--- config.mk ---
export PLATFORM = sky130hd
export DESIGN_NAME = iq_am_pm_fm_demodulator_top
export DESIGN_NICKNAME = d
export VERILOG_FILES = /design/src/hw/rtl/ampf_pkg.sv /design/src/hw/rtl/iq_am_pm_fm_demodulator_top.sv /design/src/hw/rtl/ampf_front.sv /design/src/hw/rtl/ampf_back.sv
export SDC_FILE = /design/constraint.sdc
export NUM_CORES = 2
export LEC_CHECK = 0
export BUFFER_PORTS_ARGS = -buffer_cell sky130_fd_sc_hd__buf_2
export CAP_MARGIN = 20
export CORE_MARGIN = 5
export CORE_UTILIZATION = 60
export DETAILED_ROUTE_END_ITERATION = 7
export GPL_TIMING_DRIVEN = 0
export PLACE_DENSITY = 0.78
export SYNTH_ARGS = -nofsm -noshare
export SYNTH_HDL_FRONTEND = slang
export SYNTH_SLANG_ARGS = --single-unit
--- constraint.sdc ---
create_clock -name clk -period 26.7 [get_ports clk]
set_clock_uncertainty 0.1 [all_clocks]
set_input_delay 2.67 -clock clk [delete_from_list [all_inputs] [get_ports clk]]
set_output_delay 2.67 -clock clk [all_outputs]
set_load 0.01 [all_outputs]
--- src/hw/rtl/ampf_pkg.sv ---
// Shared constants, types and the arctangent table of the IQ AM/PM/FM demodulator.
package ampf_pkg;

  localparam int SAMPLE_WIDTH  = 16;
  localparam int CORDIC_STAGES = 16;
  localparam int ATAN_LEN      = 24;
  localparam int RUN_STAGES    = (CORDIC_STAGES > ATAN_LEN) ? ATAN_LEN : CORDIC_STAGES;
  localparam int GUARD_BITS    = 4;
  localparam int GROWTH_BITS   = 3;
  localparam int CORD_W        = SAMPLE_WIDTH + GUARD_BITS + GROWTH_BITS;
  localparam int STEP_W        = (RUN_STAGES > 1) ? $clog2(RUN_STAGES) : 1;

  localparam int PHASE_W    = 16;
  localparam int POWER_W    = 32;
  localparam int RATE_W     = 26;
  localparam int FM_W       = 26;
  localparam int RATE_RESET = 625000;

  localparam int MUL_AW = (SAMPLE_WIDTH > PHASE_W) ? SAMPLE_WIDTH : PHASE_W;
  localparam int MUL_BW = RATE_W + 1;
  localparam int MUL_PW = MUL_AW + MUL_BW;

  localparam int IN_DATA_W    = ((2 * SAMPLE_WIDTH + 7) / 8) * 8;
  localparam int OUT_FIELDS_W = POWER_W + PHASE_W + FM_W;
  localparam int OUT_DATA_W   = ((OUT_FIELDS_W + 7) / 8) * 8;

  localparam logic [PHASE_W-1:0] PHASE_HALF_TURN = 16'h8000;

  typedef struct packed {
    logic signed [SAMPLE_WIDTH-1:0] i_sample;
    logic signed [SAMPLE_WIDTH-1:0] q_sample;
    logic                           first_of_sweep;
    logic                           zero_vector;
  } ampf_item_t;

  typedef enum logic [1:0] {
    ST_IDLE,
    ST_ROTATE,
    ST_FREQ,
    ST_EMIT
  } ampf_state_t;

  function automatic logic [PHASE_W-1:0] atan_entry(input logic [4:0] k);
    logic [PHASE_W-1:0] a;
    case (k)
      5'd0:    a = 16'd8192;
      5'd1:    a = 16'd4836;
      5'd2:    a = 16'd2555;
      5'd3:    a = 16'd1297;
      5'd4:    a = 16'd651;
      5'd5:    a = 16'd326;
      5'd6:    a = 16'd163;
      5'd7:    a = 16'd81;
      5'd8:    a = 16'd41;
      5'd9:    a = 16'd20;
      5'd10:   a = 16'd10;
      5'd11:   a = 16'd5;
      5'd12:   a = 16'd3;
      5'd13:   a = 16'd1;
      5'd14:   a = 16'd1;
      default: a = 16'd0;
    endcase
    return a;
  endfunction

endpackage

--- src/hw/rtl/iq_am_pm_fm_demodulator_top.sv ---
// Top level of the IQ AM/PM/FM demodulator: rate register, front end and back end.
//
// Input channel s_*: one complex sample per transfer, I in tdata[15:0], Q in
// tdata[31:16], and tuser high on the first sample of a sweep.
// Output channel m_*: one result per input, am_power in tdata[31:0],
// phase_angle in tdata[47:32] and fm_hz in tdata[73:48]; the upper bits are zero.
// cfg_wr_en with cfg_wr_data writes the sample rate in hertz into a register.
// The back end loads an item, runs it through the 16 CORDIC stages in the shared
// rotation unit, does the FM multiply and then fills the output register. It
// takes the next item only after the current one has gone to the output
// register, so sustained throughput is set by the CORDIC iteration loop and by
// receiver stalls.
// A two-entry queue in front keeps s_tready high until both entries are full,
// and the output register lets the back end finish an item while the receiver
// stalls; a stalled result holds until it is taken, then the next one loads.
// Reset empties the queue, drops m_tvalid, clears the stored phase and sets the
// sample rate to 625000 Hz.
module iq_am_pm_fm_demodulator_top
  import ampf_pkg::*;
(
  input  logic                  clk,
  input  logic                  rst,
  input  logic                  s_tvalid,
  output logic                  s_tready,
  input  logic [IN_DATA_W-1:0]  s_tdata,   // i_sample, q_sample
  input  logic                  s_tuser,   // first_of_sweep
  output logic                  m_tvalid,
  input  logic                  m_tready,
  output logic [OUT_DATA_W-1:0] m_tdata,   // am_power, phase_angle, fm_hz
  input  logic                  cfg_wr_en,
  input  logic [RATE_W-1:0]     cfg_wr_data
);

  logic [RATE_W-1:0] sample_rate_hz;
  logic              q_valid;
  logic              q_ready;
  ampf_item_t        q_item;

  always_ff @(posedge clk) begin
    if (rst) begin
      sample_rate_hz <= RATE_W'(RATE_RESET);
    end else if (cfg_wr_en) begin
      sample_rate_hz <= cfg_wr_data;
    end
  end

  ampf_front u_front (
    .clk      (clk),
    .rst      (rst),
    .s_tvalid (s_tvalid),
    .s_tready (s_tready),
    .s_tdata  (s_tdata),
    .s_tuser  (s_tuser),
    .q_valid  (q_valid),
    .q_ready  (q_ready),
    .q_item   (q_item)
  );

  ampf_back u_back (
    .clk            (clk),
    .rst            (rst),
    .q_valid        (q_valid),
    .q_ready        (q_ready),
    .q_item         (q_item),
    .sample_rate_hz (sample_rate_hz),
    .m_tvalid       (m_tvalid),
    .m_tready       (m_tready),
    .m_tdata        (m_tdata)
  );

`ifndef ASSERT_OFF
  a_reset_clears_output: assert property (@(posedge clk) rst |=> !m_tvalid)
    else $error("result valid right after reset");

  a_one_item_at_a_time: assert property (@(posedge clk) disable iff (rst)
    q_valid && q_ready |=> !q_ready)
    else $error("back end took a second item while busy");

  a_no_result_at_pickup: assert property (@(posedge clk) disable iff (rst)
    q_valid && q_ready && !m_tvalid |=> !m_tvalid)
    else $error("result appeared while the back end was just loading");
`endif

endmodule

--- src/hw/rtl/ampf_front.sv ---
// Input side: accepts IQ transfers, flags the zero vector and queues items for the back end.
module ampf_front
  import ampf_pkg::*;
(
  input  logic                 clk,
  input  logic                 rst,
  input  logic                 s_tvalid,
  output logic                 s_tready,
  input  logic [IN_DATA_W-1:0] s_tdata,   // i_sample, q_sample
  input  logic                 s_tuser,   // first_of_sweep
  output logic                 q_valid,
  input  logic                 q_ready,
  output ampf_item_t           q_item
);

  ampf_item_t slot [2];
  logic       wr_ptr;
  logic       rd_ptr;
  logic [1:0] count;
  logic       push;
  logic       pop;
  ampf_item_t in_item;

  always_comb begin
    in_item.i_sample       = s_tdata[SAMPLE_WIDTH-1:0];
    in_item.q_sample       = s_tdata[2*SAMPLE_WIDTH-1:SAMPLE_WIDTH];
    in_item.first_of_sweep = s_tuser;
    in_item.zero_vector    = (s_tdata[2*SAMPLE_WIDTH-1:0] == '0);
  end

  assign s_tready = (count != 2'd2);
  assign q_valid  = (count != 2'd0);
  assign push     = s_tvalid && s_tready;
  assign pop      = q_valid && q_ready;
  assign q_item   = slot[rd_ptr];

  always_ff @(posedge clk) begin
    if (rst) begin
      wr_ptr <= 1'b0;
      rd_ptr <= 1'b0;
      count  <= 2'd0;
    end else begin
      if (push) begin
        wr_ptr <= ~wr_ptr;
      end
      if (pop) begin
        rd_ptr <= ~rd_ptr;
      end
      if (push && !pop) begin
        count <= count + 2'd1;
      end else if (pop && !push) begin
        count <= count - 2'd1;
      end
    end
  end

  always_ff @(posedge clk) begin
    if (push) begin
      slot[wr_ptr] <= in_item;
    end
  end

endmodule

--- src/hw/rtl/ampf_back.sv ---
// Back end: iterative CORDIC phase, shared multiplier for power and FM, output register.
module ampf_back
  import ampf_pkg::*;
(
  input  logic                  clk,
  input  logic                  rst,
  input  logic                  q_valid,
  output logic                  q_ready,
  input  ampf_item_t            q_item,
  input  logic [RATE_W-1:0]     sample_rate_hz,
  output logic                  m_tvalid,
  input  logic                  m_tready,
  output logic [OUT_DATA_W-1:0] m_tdata   // am_power, phase_angle, fm_hz
);

  ampf_state_t state;
  ampf_state_t state_next;

  logic signed [SAMPLE_WIDTH-1:0] i_reg;
  logic signed [SAMPLE_WIDTH-1:0] q_reg;
  logic                           first_reg;
  logic                           zero_reg;
  logic signed [CORD_W-1:0]       x;
  logic signed [CORD_W-1:0]       y;
  logic [PHASE_W-1:0]             z;
  logic [STEP_W-1:0]              step;
  logic [POWER_W-1:0]             power;
  logic signed [MUL_PW-1:0]       prod;
  logic [PHASE_W-1:0]             prev_phase;

  logic signed [CORD_W-1:0]       x_init;
  logic signed [CORD_W-1:0]       y_init;
  logic signed [CORD_W-1:0]       x_shift;
  logic signed [CORD_W-1:0]       y_shift;
  logic [PHASE_W-1:0]             angle;
  logic                           last_step;
  logic [PHASE_W-1:0]             phase_final;
  logic [PHASE_W-1:0]             delta;
  logic signed [MUL_AW-1:0]       mul_a;
  logic signed [MUL_BW-1:0]       mul_b;
  logic signed [MUL_PW-1:0]       mul_p;
  logic                           load_out;
  logic [FM_W-1:0]                fm_value;

  assign x_init    = {{(CORD_W-SAMPLE_WIDTH-GUARD_BITS){q_item.i_sample[SAMPLE_WIDTH-1]}},
                      q_item.i_sample, {GUARD_BITS{1'b0}}};
  assign y_init    = {{(CORD_W-SAMPLE_WIDTH-GUARD_BITS){q_item.q_sample[SAMPLE_WIDTH-1]}},
                      q_item.q_sample, {GUARD_BITS{1'b0}}};
  assign x_shift   = x >>> step;
  assign y_shift   = y >>> step;
  assign angle     = atan_entry(5'(step));
  assign last_step = (step == STEP_W'(RUN_STAGES - 1));
  assign phase_final = zero_reg ? '0 : z;
  assign delta     = phase_final - prev_phase;

  always_comb begin
    if (state == ST_FREQ) begin
      mul_a = MUL_AW'(signed'(delta));
      mul_b = {1'b0, sample_rate_hz};
    end else if (step == '0) begin
      mul_a = MUL_AW'(i_reg);
      mul_b = MUL_BW'(i_reg);
    end else begin
      mul_a = MUL_AW'(q_reg);
      mul_b = MUL_BW'(q_reg);
    end
  end

  assign mul_p = mul_a * mul_b;

  always_comb begin
    state_next = state;
    case (state)
      ST_IDLE:   if (q_valid) state_next = ST_ROTATE;
      ST_ROTATE: if (last_step) state_next = ST_FREQ;
      ST_FREQ:   state_next = ST_EMIT;
      ST_EMIT:   if (!m_tvalid || m_tready) state_next = ST_IDLE;
      default:   state_next = ST_IDLE;
    endcase
  end

  always_comb begin
    q_ready  = 1'b0;
    load_out = 1'b0;
    case (state)
      ST_IDLE: q_ready  = 1'b1;
      ST_EMIT: load_out = !m_tvalid || m_tready;
      default: begin
        q_ready  = 1'b0;
        load_out = 1'b0;
      end
    endcase
  end

  assign fm_value = first_reg ? '0 : prod[16 +: FM_W];

  always_ff @(posedge clk) begin
    if (rst) begin
      state      <= ST_IDLE;
      prev_phase <= '0;
      m_tvalid   <= 1'b0;
    end else begin
      state <= state_next;
      if (state == ST_FREQ) begin
        prev_phase <= phase_final;
      end
      if (load_out) begin
        m_tvalid <= 1'b1;
      end else if (m_tready) begin
        m_tvalid <= 1'b0;
      end
    end
  end

  always_ff @(posedge clk) begin
    case (state)
      ST_IDLE: begin
        i_reg     <= q_item.i_sample;
        q_reg     <= q_item.q_sample;
        first_reg <= q_item.first_of_sweep;
        zero_reg  <= q_item.zero_vector;
        step      <= '0;
        if (q_item.i_sample[SAMPLE_WIDTH-1]) begin
          x <= -x_init;
          y <= -y_init;
          z <= PHASE_HALF_TURN;
        end else begin
          x <= x_init;
          y <= y_init;
          z <= '0;
        end
      end
      ST_ROTATE: begin
        if (!y[CORD_W-1]) begin
          x <= x + y_shift;
          y <= y - x_shift;
          z <= z + angle;
        end else begin
          x <= x - y_shift;
          y <= y + x_shift;
          z <= z - angle;
        end
        step <= step + STEP_W'(1);
        prod <= mul_p;
        if (step == STEP_W'(1)) begin
          power <= prod[POWER_W-1:0];
        end else if (step == STEP_W'(2)) begin
          power <= power + prod[POWER_W-1:0];
        end
      end
      ST_FREQ: begin
        prod <= mul_p;
        z    <= phase_final;
      end
      default: begin
        if (load_out) begin
          m_tdata <= {{(OUT_DATA_W-OUT_FIELDS_W){1'b0}}, fm_value, z, power};
        end
      end
    endcase
  end

endmodule
==> summary.txt <==
Yosys
  • Top FF cell, synth: edfxtp_1
  • Avg Cell Area, Syn: 9.67 sq um
  • Synth Area in Simple Gates: 13.7%
  • Seq/Total Area, Yosys: 28.0%
  • Multiplexer share of the synthesized area: 5.99%
  • Ys async rst share: 0%
  • Compound-cell area share of the yosys netlist: 10.4%
  • Distinct cells, synth: 104
  • Main combinational cell family by area after synthesis: adder cells
  • Synth Instances: 3979
  • Number of synthesized flops with an enable pin: 316
  • Synthesis-stage register bit count: 380
  • Post-Synth XOR/XNOR Area: 4.93%
  • Synth area leaders: edfxtp_1 25%, fa_1 22%, ha_1 7.4%, inv_1 6.1%, nand2_1 4.5%
  • Adder-cell share of the synthesized area: 29.0%
  • Synth cell count leaders: 628 x inv_1, 457 x nand2_1, 415 x fa_1
  • Area of the mapped netlist: 38500 sq um
  • Count leader, synth: inv_1
  • Area share of the largest cell type after synthesis: 24.7%
  • Synth Warn #: 0
  • Yosys top cell by area: edfxtp_1

Finish
  • Total area of sequential cells: 10800 sq um
  • Layout net count: 4883
  • Multi-input gate area: 24700 sq um
  • Registers with the most flip-flops: u_back.m_tdata (74), u_front.slot (68), u_back.prod (42)
  • Layout fillers: 5046
  • Area Overhead vs Synth: 9.01%
  • Largest register FFs: 74
  • Fin util: 66.2%
  • Layout cells sized above 1: 9.02%
  • Reg with most FFs: u_back.m_tdata

CTS
  • Num CTS Buffers: 44
  • CTS sink cnt: 380
  • Hold Buf Count CTS: 0
  • Max H-tree Level: 2
  • Clk_lat worst skew: 610 ps
  • Clock transition at path regs: 70 ps
  • CTS tree: built
  • Post_cts resized: 0
  • Clk buf depth: 3
  • Root buf cell: clkbuf_16
  • Postcts setup bufs: 0

Floorplanning
  • Core ar.: 63300 sq um
  • Starting density of the core: 60.7%
  • IO Count: 146
  • Die area: 69300 sq um
  • Die width: 263 um
  • Row Count: 92
  • Die Y-Extent: 263 um

STA
  • Relative slew margins: 19.0%
  • Crit share post-route: 43.8%
  • Final Hold Viols: 0
  • Final setup viols: 0
  • Fin. max-slew vios: 0
  • Fin Setup TNS: 0 ps
  • Worst Max-Slew Pin Slew: 1210 ps
  • Max Clk Rate: 85.5 MHz
  • Post-layout minimum cycle time: 11700 ps
  • RSZ-0062 raised after global routing: no

Critical path
  • Buf/Inv on CP: 12
  • Slowest-stage cell, CP: nor2_1
  • CP Data Required Time: 26930 ps
  • CP Class: register to register
  • Crit path DAT: 11930 ps
  • CP endpoint kind: register
  • CP Launch Type: register
  • CP max FO: 10
  • Crit-path max cell delay: 970 ps
  • Cell family with most CP delay: adder cells

Route
  • Post-Route WL: 110000 um
  • Vias post-DR: 30500
  • Avg WL per Cell: 21.6 um
  • DRT Pass-1 Iters: 6
  • Iter 0 DRT Violations: 3132
  • Detail Route Antenna Nets: 0
  • Routed vias/inst: 6.02
  • Residual DRC: 0

Global route
  • Gr ovfl total: 0
  • Pin count of the biggest net entering global routing: 37
  • First-pass GRT wire length: 173000 um
  • Initial antenna violation count: 4
  • Vias in the first global route: 30800
  • Overall Global Routing Usage: 31.5%

Run
  • MaxCap Viol Count: 0

Place
  • IO Port Bufs: 137
  • Detailed Place HPWL: 88800 um
  • GP Congestion: 1.02

Status
  • Status: completed

Min path
  • Min-Delay Path Class: register to register
## worst paths after layout
check	from	endpoint	slack (ps)	depth (start not counted)
worst max register to register	u_back.step[1]	u_back.prod[41]	15000	34
worst max-delay path	u_back.step[1]	u_back.prod[41]	15000	34
worst min register to register	u_back.power[23]	u_back.m_tdata[23]	350	0
worst min-delay path	u_back.power[23]	u_back.m_tdata[23]	350	0
## layer usage
| layer | vias up | track usage [%] | part of all wire (%) | wire, um |
|---|---|---|---|---|
| met5 | - | 0 | 0 | 0 |
| met4 | 0 | 11.7 | 4.5 | 4970 |
| met3 | 299 | 8.03 | 11 | 12100 |
| met2 | 1478 | 51.3 | 46 | 50900 |
| met1 | 15100 | 41.2 | 38 | 41600 |
| li1 | 13600 | - | - | - |
## per-stage QoR
step	cells	hold WS [ps]	instance area, sq um	setup slack (ps)
finish	5064	354	41900	15000
global route	5060	362	41900	14640
CTS	5059	356	41900	15260
detailed placement	4977	341	40400	15260
global placement	4967	338	40200	15310
floorplan	3984	326	38500	17820
## layout by cell type (no fill, tap or decap), types with 76 or more instances in the layout
cell      instances
buf_2           153
edfxtp_1        316
inv_1           627
o21ai_0         137
nand2_1         457
nor2_1          325
ha_1            225
nor2b_1          76
xor2_1           76
xnor2_1         138
a21oi_1         210
fa_1            415
clkbuf_1        114
## kinds of logic (layout without fill, tap and decap cells)
group                    count (synthesis)  after routing
adder cells (fa/ha/maj)                642            642
AND/OR/NAND/NOR                       1163           1163
multiplexers                           159            159
AO/OA/AOI/OAI                          636            636
flip-flops                             380            380
XOR/XNOR                               215            215
other                                    1             10
buffers and inverters                  783           1013
## worst reg2reg max path, delay by kind of cell, from the launching register on
family | cells | cell delay (ps)
AO/OA/AOI/OAI | 9 | 2670
XOR/XNOR | 1 | 160
adder cells (fa/ha/maj) | 8 | 3580
buffers and inverters | 12 | 2690
flip-flops | 1 | 540
AND/OR/NAND/NOR | 4 | 1650
## final cells by class
type | instances | area share (%)
timing repair buffer | 148 | 2.05
inverter | 629 | 5.63
tap | 846 | 2.52
clock inverter | 25 | 0.645
sequential | 380 | 25.7
clock buffer | 57 | 2.91
multi-input combinational | 2821 | 58.8
antenna | 4 | 0.0239
buffer | 154 | 1.72
Power is not shown: default switching activity piles up to over one toggle a cycle in this logic, so the estimate is an artifact.
